**src/tseq_pkg.sv**
```systemverilog
// shared types and constants for the timer slot expiry queue
package tseq_pkg;

  localparam int unsigned SLOTS_DEF = 16;
  localparam logic [15:0] IDLE_WAIT_RST = 16'd1000;
  localparam logic [47:0] MAX48 = 48'hFFFF_FFFF_FFFF;

  localparam logic [1:0] REQ_ADD = 2'd0;
  localparam logic [1:0] REQ_CANCEL = 2'd1;
  localparam logic [1:0] REQ_TICK = 2'd2;
  localparam logic [1:0] REQ_UNUSED = 2'd3;

  localparam logic [1:0] RESP_ADD = 2'd0;
  localparam logic [1:0] RESP_CANCEL = 2'd1;
  localparam logic [1:0] RESP_FIRED = 2'd2;
  localparam logic [1:0] RESP_DONE = 2'd3;

  typedef struct packed {
    logic [1:0]  req_type;
    logic [47:0] now_ms;
    logic [47:0] deadline_ms;
    logic [31:0] period_ms;
    logic        one_shot;
    logic [3:0]  cancel_id;
  } req_t;

  typedef struct packed {
    logic [1:0]  resp_kind;
    logic [3:0]  slot_id;
    logic        ok;
    logic [47:0] wait_ms;
    logic        last;
  } resp_t;

  // controller to datapath
  typedef struct packed {
    logic load;      // capture request
    logic do_add;    // allocate and write slot
    logic do_cancel; // cancel slot
    logic scan_clr;  // start a scan pass
    logic scan_step; // examine one slot
    logic fire;      // fire the picked slot
    logic emit;      // load output register from result mux
    logic [1:0] kind;
  } ctl_t;

  // datapath to controller
  typedef struct packed {
    logic [1:0] req_type;
    logic       scan_end; // last slot of the pass examined
    logic       pick_vld; // an expired slot was found this pass
  } sts_t;

endpackage

```
**src/tseq_datapath.sv**
```systemverilog
// slot tables, free list and scan unit of the timer queue
module tseq_datapath #(
  parameter int unsigned SLOTS = tseq_pkg::SLOTS_DEF
) (
  input  logic           clk_i,
  input  logic           rst_ni,
  input  tseq_pkg::req_t req_i,
  input  logic [15:0]    idle_wait_i,
  input  tseq_pkg::ctl_t ctl_i,
  output tseq_pkg::sts_t sts_o,
  output tseq_pkg::resp_t resp_o
);
  import tseq_pkg::*;

  localparam int unsigned IW = $clog2(SLOTS);
  localparam int unsigned CW = $clog2(SLOTS + 1);

  req_t              req_q;
  logic [SLOTS-1:0]  active_q, fired_q;
  logic [SLOTS-1:0]  once_q;
  logic [31:0]       period_q [SLOTS];
  logic [47:0]       due_q [SLOTS];
  logic [IW-1:0]     free_q [SLOTS];
  logic [CW-1:0]     free_cnt_q, used_q;
  logic [IW-1:0]     idx_q;
  logic              pick_vld_q, any_q;
  logic [IW-1:0]     pick_q;
  logic [47:0]       pick_due_q, best_q;
  logic [IW-1:0]     res_id_q;
  logic              res_ok_q;
  resp_t             resp_q;

  // add allocation
  logic              can_add, from_free;
  logic [IW-1:0]     new_id;
  logic [CW-1:0]     free_top;
  assign from_free = (free_cnt_q != '0);
  assign free_top  = free_cnt_q - CW'(1);
  assign can_add   = from_free || (used_q < CW'(SLOTS));
  assign new_id    = from_free ? free_q[free_top[IW-1:0]] : used_q[IW-1:0];

  // cancel check: id must have been handed out before
  logic [IW-1:0] cid;
  logic          cid_ok;
  assign cid    = IW'(req_q.cancel_id);
  assign cid_ok = (32'(req_q.cancel_id) < 32'(used_q));

  // scan element
  logic [47:0] cur_due;
  logic        cur_exp;
  assign cur_due = due_q[idx_q];
  assign cur_exp = active_q[idx_q] && !fired_q[idx_q] && (cur_due <= req_q.now_ms);

  // reschedule sum
  logic [48:0] nd;
  assign nd = {1'b0, req_q.now_ms} + {17'd0, period_q[pick_q]};

  logic push_ok;
  assign push_ok = free_cnt_q < CW'(SLOTS);

  always_ff @(posedge clk_i or negedge rst_ni) begin
    if (!rst_ni) begin
      active_q   <= '0;
      fired_q    <= '0;
      free_cnt_q <= '0;
      used_q     <= '0;
      idx_q      <= '0;
      pick_vld_q <= 1'b0;
      any_q      <= 1'b0;
    end else begin
      if (ctl_i.load) fired_q <= '0;
      if (ctl_i.do_add && can_add) begin
        active_q[new_id] <= 1'b1;
        if (from_free) free_cnt_q <= free_top;
        else used_q <= used_q + CW'(1);
      end
      if (ctl_i.do_cancel && cid_ok && active_q[cid]) begin
        active_q[cid] <= 1'b0;
        if (push_ok) free_cnt_q <= free_cnt_q + CW'(1);
      end
      if (ctl_i.scan_clr) begin
        idx_q      <= '0;
        pick_vld_q <= 1'b0;
        any_q      <= 1'b0;
      end else if (ctl_i.scan_step) begin
        idx_q <= (idx_q == IW'(SLOTS - 1)) ? '0 : idx_q + IW'(1);
        if (cur_exp && (!pick_vld_q || cur_due < pick_due_q)) pick_vld_q <= 1'b1;
        if (active_q[idx_q] && (!any_q || cur_due < best_q)) any_q <= 1'b1;
      end
      if (ctl_i.fire) begin
        fired_q[pick_q] <= 1'b1;
        if (once_q[pick_q]) begin
          active_q[pick_q] <= 1'b0;
          if (push_ok) free_cnt_q <= free_cnt_q + CW'(1);
        end
      end
    end
  end

  always_ff @(posedge clk_i) begin
    if (ctl_i.load) req_q <= req_i;
    if (ctl_i.do_add) begin
      res_id_q <= can_add ? new_id : '0;
      res_ok_q <= can_add;
      if (can_add) begin
        once_q[new_id]   <= req_q.one_shot;
        period_q[new_id] <= req_q.period_ms;
        due_q[new_id]    <= req_q.deadline_ms;
      end
    end
    if (ctl_i.do_cancel) begin
      res_id_q <= cid;
      res_ok_q <= cid_ok;
      if (cid_ok && active_q[cid] && push_ok) free_q[free_cnt_q[IW-1:0]] <= cid;
    end
    if (ctl_i.scan_step) begin
      if (cur_exp && (!pick_vld_q || cur_due < pick_due_q)) begin
        pick_q     <= idx_q;
        pick_due_q <= cur_due;
      end
      if (active_q[idx_q] && (!any_q || cur_due < best_q)) best_q <= cur_due;
    end
    if (ctl_i.fire) begin
      res_id_q <= pick_q;
      res_ok_q <= 1'b1;
      if (once_q[pick_q]) begin
        if (push_ok) free_q[free_cnt_q[IW-1:0]] <= pick_q;
      end else begin
        due_q[pick_q] <= nd[48] ? MAX48 : nd[47:0];
      end
    end
    if (ctl_i.emit) begin
      resp_q.resp_kind <= ctl_i.kind;
      resp_q.last      <= (ctl_i.kind != RESP_FIRED);
      if (ctl_i.kind == RESP_DONE) begin
        resp_q.slot_id <= '0;
        resp_q.ok      <= 1'b1;
        resp_q.wait_ms <= !any_q ? {32'd0, idle_wait_i}
                        : (best_q > req_q.now_ms ? best_q - req_q.now_ms : '0);
      end else begin
        resp_q.slot_id <= 4'(res_id_q);
        resp_q.ok      <= res_ok_q;
        resp_q.wait_ms <= '0;
      end
    end
  end

  assign sts_o.req_type = req_q.req_type;
  assign sts_o.scan_end = (idx_q == IW'(SLOTS - 1));
  assign sts_o.pick_vld = pick_vld_q;
  assign resp_o = resp_q;
endmodule

```
**src/tseq_ctrl.sv**
```systemverilog
// request sequencer of the timer queue
module tseq_ctrl (
  input  logic           clk_i,
  input  logic           rst_ni,
  input  logic           req_valid_i,
  output logic           req_ready_o,
  output logic           resp_valid_o,
  input  logic           resp_ready_i,
  input  tseq_pkg::sts_t sts_i,
  output tseq_pkg::ctl_t ctl_o
);
  import tseq_pkg::*;

  localparam logic [2:0] S_IDLE = 3'd0;
  localparam logic [2:0] S_DEC  = 3'd1;
  localparam logic [2:0] S_SCAN = 3'd2;
  localparam logic [2:0] S_FIRE = 3'd3;
  localparam logic [2:0] S_DONE = 3'd4;
  localparam logic [2:0] S_OUT  = 3'd5;

  logic [2:0] state_q, state_d;
  logic       vld_q, vld_d;
  logic [1:0] kind_q, kind_d;

  logic out_free;
  assign out_free = !vld_q || resp_ready_i;

  always_comb begin
    state_d = state_q;
    vld_d   = vld_q && !resp_ready_i;
    kind_d  = kind_q;
    ctl_o   = '0;
    ctl_o.kind = kind_q;
    req_ready_o = (state_q == S_IDLE);
    unique case (state_q)
      S_IDLE: begin
        if (req_valid_i) begin
          ctl_o.load = 1'b1;
          state_d = S_DEC;
        end
      end
      S_DEC: begin
        unique case (sts_i.req_type)
          REQ_ADD: begin
            ctl_o.do_add = 1'b1; kind_d = RESP_ADD; state_d = S_OUT;
          end
          REQ_CANCEL: begin
            ctl_o.do_cancel = 1'b1; kind_d = RESP_CANCEL; state_d = S_OUT;
          end
          REQ_TICK: begin
            ctl_o.scan_clr = 1'b1; state_d = S_SCAN;
          end
          default: state_d = S_IDLE;
        endcase
      end
      S_SCAN: begin
        ctl_o.scan_step = 1'b1;
        if (sts_i.scan_end) state_d = S_FIRE;
      end
      S_FIRE: begin
        if (sts_i.pick_vld) begin
          ctl_o.fire = 1'b1; kind_d = RESP_FIRED; state_d = S_OUT;
        end else begin
          state_d = S_DONE;
        end
      end
      S_DONE: begin
        kind_d = RESP_DONE; state_d = S_OUT;
      end
      S_OUT: begin
        if (out_free) begin
          ctl_o.emit = 1'b1;
          vld_d = 1'b1;
          if (kind_q == RESP_FIRED) begin
            ctl_o.scan_clr = 1'b1; state_d = S_SCAN;
          end else begin
            state_d = S_IDLE;
          end
        end
      end
      default: state_d = S_IDLE;
    endcase
  end

  always_ff @(posedge clk_i or negedge rst_ni) begin
    if (!rst_ni) begin
      state_q <= S_IDLE;
      vld_q   <= 1'b0;
      kind_q  <= RESP_ADD;
    end else begin
      state_q <= state_d;
      vld_q   <= vld_d;
      kind_q  <= kind_d;
    end
  end

  assign resp_valid_o = vld_q;
endmodule

```
**src/timer_slot_expiry_queue.sv**
```systemverilog
// top level of the timer slot expiry queue
// add or cancel: request registered, decoded, then its result word emitted once the output is free
// tick: one scan pass per fired slot and one final pass, each fired slot emitting a fired word,
//   then the done word; the scan examines a single slot per step; new requests are taken in idle only
// the result word sits in an output register, so the next step runs while it waits
// reset clears slot active bits, free list count, used count and sets idle wait to 1000
module timer_slot_expiry_queue #(
  parameter int unsigned SLOTS = tseq_pkg::SLOTS_DEF
) (
  input  logic             clk_i,
  input  logic             rst_ni,
  input  logic             req_valid_i,
  output logic             req_ready_o,
  input  tseq_pkg::req_t   req_i,
  output logic             resp_valid_o,
  input  logic             resp_ready_i,
  output tseq_pkg::resp_t  resp_o,
  input  logic             cfg_we_i,
  input  logic [15:0]      cfg_wdata_i
);
  import tseq_pkg::*;

  // idle wait register, to be written only while the queue is quiet; the block does not enforce this
  logic [15:0] idle_wait_q;
  always_ff @(posedge clk_i or negedge rst_ni) begin
    if (!rst_ni) idle_wait_q <= IDLE_WAIT_RST;
    else if (cfg_we_i) idle_wait_q <= cfg_wdata_i;
  end

  // command and status between sequencer and datapath
  ctl_t ctl;
  sts_t sts;

  tseq_ctrl u_ctrl (
    .clk_i, .rst_ni,
    .req_valid_i, .req_ready_o,
    .resp_valid_o, .resp_ready_i,
    .sts_i(sts), .ctl_o(ctl)
  );

  // slot tables, free list stack and sequential min scan
  tseq_datapath #(.SLOTS(SLOTS)) u_dp (
    .clk_i, .rst_ni,
    .req_i, .idle_wait_i(idle_wait_q),
    .ctl_i(ctl), .sts_o(sts), .resp_o
  );
endmodule
```
**config.mk**
```make
export PLATFORM = sky130hd
export DESIGN_NAME = timer_slot_expiry_queue
export DESIGN_NICKNAME = d
export VERILOG_FILES = /design/src/tseq_pkg.sv /design/src/tseq_datapath.sv /design/src/tseq_ctrl.sv /design/src/timer_slot_expiry_queue.sv
export SDC_FILE = /design/constraint.sdc
export NUM_CORES = 2
export LEC_CHECK = 0
export BUFFER_PORTS_ARGS = -buffer_cell sky130_fd_sc_hd__buf_2
export CORE_UTILIZATION = 62
export DETAILED_ROUTE_END_ITERATION = 6
export PLACE_DENSITY = 0.85
export SYNTH_ARGS = -nofsm -noshare
export SYNTH_HDL_FRONTEND = slang
export SYNTH_SLANG_ARGS = --single-unit
```
**constraint.sdc**
```tcl
create_clock -name clk_i -period 10.6 [get_ports clk_i]
set_input_delay 1.59 -clock clk_i [delete_from_list [all_inputs] [get_ports clk_i]]
set_output_delay 1.59 -clock clk_i [all_outputs]
set_load 0.005 [all_outputs]
```
==> insert_results.sql <==
INSERT INTO impl_metrics (metric_group, metric, value, unit) VALUES
('floorplanning', 'die_width', '345', 'um'),
('finish', 'num-fill-cells', '6690', ''),
('clock_tree', 'cts_setup_buffers', '0', ''),
('yosys', 'syn-mean-instance-area', '18.4', 'um^2'),
('routing', 'top_layer_used', 'met5', ''),
('yosys', 'synth_sequential_area_ratio', '0.705', ''),
('place', 'port_buffers', '213', ''),
('yosys', 'synth_seq_cells', '1730', ''),
('yosys', 'syn-num-nets', '4356', ''),
('sta', 'relSlewSlack', '0.203', ''),
('clock_tree', 'ctsRootBufferMaster', 'clkbuf_16', ''),
('worst_setup_path', 'critPathSlowestCell', 'dfrtp_4', ''),
('grt', 'grt-ovfl-total', '0', ''),
('hold_path', 'min_path_type', 'flip-flop to flip-flop', ''),
('yosys', 'synth.most_common_cell', 'edfxtp_1', ''),
('clock_tree', 'cts-root-to-sink-buffers', '3', ''),
('routing', 'route.layer.met1.wl', '67.6', 'mm'),
('yosys', 'ys_async_sr_fraction', '0.0405', ''),
('sta', 'fmax', '0.132', 'GHz'),
('worst_setup_path', 'worstPathBufferInverterCount', '3', ''),
('outcome', 'run_status', 'complete, but fails checks', ''),
('routing', 'drcViolationCount', '14', ''),
('routing', 'finalWirelength', '201', 'mm'),
('place', 'pre_cts_ws', '3260', 'ps'),
('power_and_ir_drop', 'power_per_cell_area', '240', 'mW/mm^2'),
('floorplanning', 'rows', '125', ''),
('routing', 'post_drt_via_cell_ratio', '7.17', ''),
('job', 'cap_viol_max_count', '0', ''),
('worst_setup_path', 'critPathTopFamily', 'simple AND/OR/NAND/NOR gates', ''),
('finish', 'nets', '4636', ''),
('yosys', 'syn-instance-count', '3966', ''),
('floorplanning', 'floorplan.initialDensity', '0.627', ''),
('floorplanning', 'floorplan.die.height', '345', 'um'),
('worst_setup_path', 'crit_path_max_fanout', '152', ''),
('grt', 'grt_max_degree', '153', ''),
('worst_setup_path', 'worst_ep_arrival_time', '7980', 'ps'),
('power_and_ir_drop', 'irDropWorstVdd', '0.000266', 'V'),
('yosys', 'synth_largest_type_area_fraction', '0.680', ''),
('clock_tree', 'cts.reportedPaths.clkPinSlew', '60', 'ps'),
('sta', 'max_slew.worst_pin.slew', '1200', 'ps'),
('yosys', 'synth_flop_cell', 'edfxtp_1', ''),
('sta', 'min_setup_slack_post_route', '3050', 'ps'),
('yosys', 'synth_largest_area_cell', 'edfxtp_1', ''),
('sta', 'timing.clock.skew', '43.4', 'ps'),
('finish', 'final_cell_area', '0.0814', 'mm^2'),
('finish', 'fraction_of_final_layout_cells_with_drive_strength_greater_than_1', '0.241', ''),
('worst_setup_path', 'critical-path-top-cell-by-count', 'mux4_2', ''),
('routing', 'routedWlPerCell', '34.1', 'um'),
('sta', 'hold_viol_final', '0', ''),
('outcome', 'violations', 'DRC', ''),
('yosys', 'synth-edff-count', '1655', ''),
('clock_tree', 'cts_tree', 'built', ''),
('clock_tree', 'cts_buf_count', '163', ''),
('floorplanning', 'area_of_the_die', '0.119', 'mm^2'),
('sta', 'period_minus_slack', '7550', 'ps'),
('finish', 'area.growth.synth_to_final', '11.3', '%'),
('routing', 'drt_first_iter_violations', '6958', ''),
('place', 'post-dp-hpwl', '115', 'mm'),
('sta', 'finalHoldWorstSlack', '480', 'ps'),
('routing', 'detailedRoute.firstPassIterationCount', '7', ''),
('yosys', 'mappedNetlistArea', '0.0731', 'mm^2'),
('floorplanning', 'core_area', '0.117', 'mm^2'),
('floorplanning', 'ios', '214', ''),
('sta', 'setup-tns-final', '0', 'ps'),
('power_and_ir_drop', 'cellLeakagePower', '27.6', 'nW'),
('place', 'finalWeightedCongestion', '0.927', ''),
('sta', 'drv_slew', '0', ''),
('yosys', 'synth.cells.most_frequent', '1655 x edfxtp_1, 434 x mux4_2, 232 x ha_1, 178 x inv_1, 162 x nor2_1', ''),
('worst_setup_path', 'cp.required', '11040', 'ps'),
('worst_setup_path', 'cp_slowest_stage_delay', '990', 'ps'),
('routing', 'drtAntennaViolNets', '0', '');
## routing by layer
| layer | up-vias | GRT usage |
|---|---|---|
| li1 | 16603 | - |
| met1 | 21180 | 0.437 |
| met2 | 3708 | 0.530 |
| met3 | 863 | 0.0985 |
| met4 | 8 | 0.182 |
| met5 | - | 0.00560 |
## final cells by class
class                   instances  area, um^2  area share
clock inverters                98         802     0.00985
multi-input cells            1900       20500       0.252
clock buffers                 202        4350      0.0535
well taps                    1524        1910      0.0234
inverters                     178         673     0.00827
diodes                          2        5.00   0.0000615
flip-flops and latches       1730       51600       0.634
repair buffers                273        1560      0.0191
## worst paths after layout
| path | slack (ps) | depth (start not counted) | from | endpoint |
|---|---|---|---|---|
| setup / recovery | 3050 | 14 | u_dp.idx_q[1] | u_dp.pick_due_q[7] |
| hold / removal | 480 | 2 | u_dp.fired_q[11] | u_dp.fired_q[11] |
| setup reg to reg | 3050 | 14 | u_dp.idx_q[1] | u_dp.pick_due_q[7] |
| hold reg to reg | 480 | 2 | u_dp.fired_q[11] | u_dp.fired_q[11] |
| max in group asynchronous | 8730 | 2 | rst_ni | u_dp.idx_q[0] |
| min in group asynchronous | 720 | 1 | rst_ni | u_ctrl.resp_valid_o |
## worst reg2reg max path: cells and delay by family, from the launching register on
kind,cells,cell delay [ps]
AND/OR/NAND/NOR,5,2010
buffers and inverters,3,1720
multiplexers,2,1200
flip-flops,1,990
AO/OA/AOI/OAI,3,800
adder cells (fa/ha/maj),1,400
## kinds of logic after synthesis
kind of cell	synth area share
fa+ha+maj	0.0402
simple gates	0.0361
xor+xnor	0.0104
buf+inv	0.0179
flops	0.705
mux	0.140
compound gates	0.0504
## state kept, by name (all words and copies together) (netlist names), 3 cells and up, named ones only
register and cells:
idle_wait_q 16, u_ctrl.state_q 3, u_dp.active_q 16, u_dp.best_q 48, u_dp.cid 4, u_dp.due_q 768, u_dp.fired_q 16, u_dp.free_cnt_q 5
u_dp.free_q 64, u_dp.idx_q 4, u_dp.once_q 16, u_dp.period_q 512, u_dp.pick_due_q 48, u_dp.pick_q 4, u_dp.req_q 129, u_dp.res_id_q 4
u_dp.resp_o 56, u_dp.used_q 5
## stage by stage
| step | total power, W | utilization |
|---|---|---|
| after global routing | 0.0200 | 0.699 |
| after CTS | 0.0194 | 0.699 |
| final | 0.0195 | 0.699 |
| after floorplan | 0.0119 | - |
| after global placement | 0.0134 | 0.654 |
| after detailed placement | 0.0136 | 0.654 |
## power breakdown
group	switching, W	internal [W]	total [W]
logic	0.00302	0.00184	0.00486
clock network	0.00259	0.00313	0.00572
registers	0.000517	0.00842	0.00894
total	0.00612	0.0134	0.0195
## layout by cell type, fill, tap and decap left out, types with 23 or more instances in the layout
cell type,n
mux2_2,28
nand2_1,151
buf_4,58
nand4_1,38
ha_1,232
clkinv_2,25
o21ai_0,111
dfrtp_1,60
inv_1,176
mux4_2,434
o22a_1,42
clkinv_1,33
nand3_1,39
a21oi_1,135
buf_2,212
nor2_4,33
a211oi_1,23
nor2b_1,25
clkbuf_16,168
xor2_1,32
xnor2_1,53
clkbuf_1,32
nand2b_1,25
a21o_1,87
nor3_1,35
nor2_1,129
edfxtp_1,1655
Note: power is estimated with default switching activity, not from simulation.
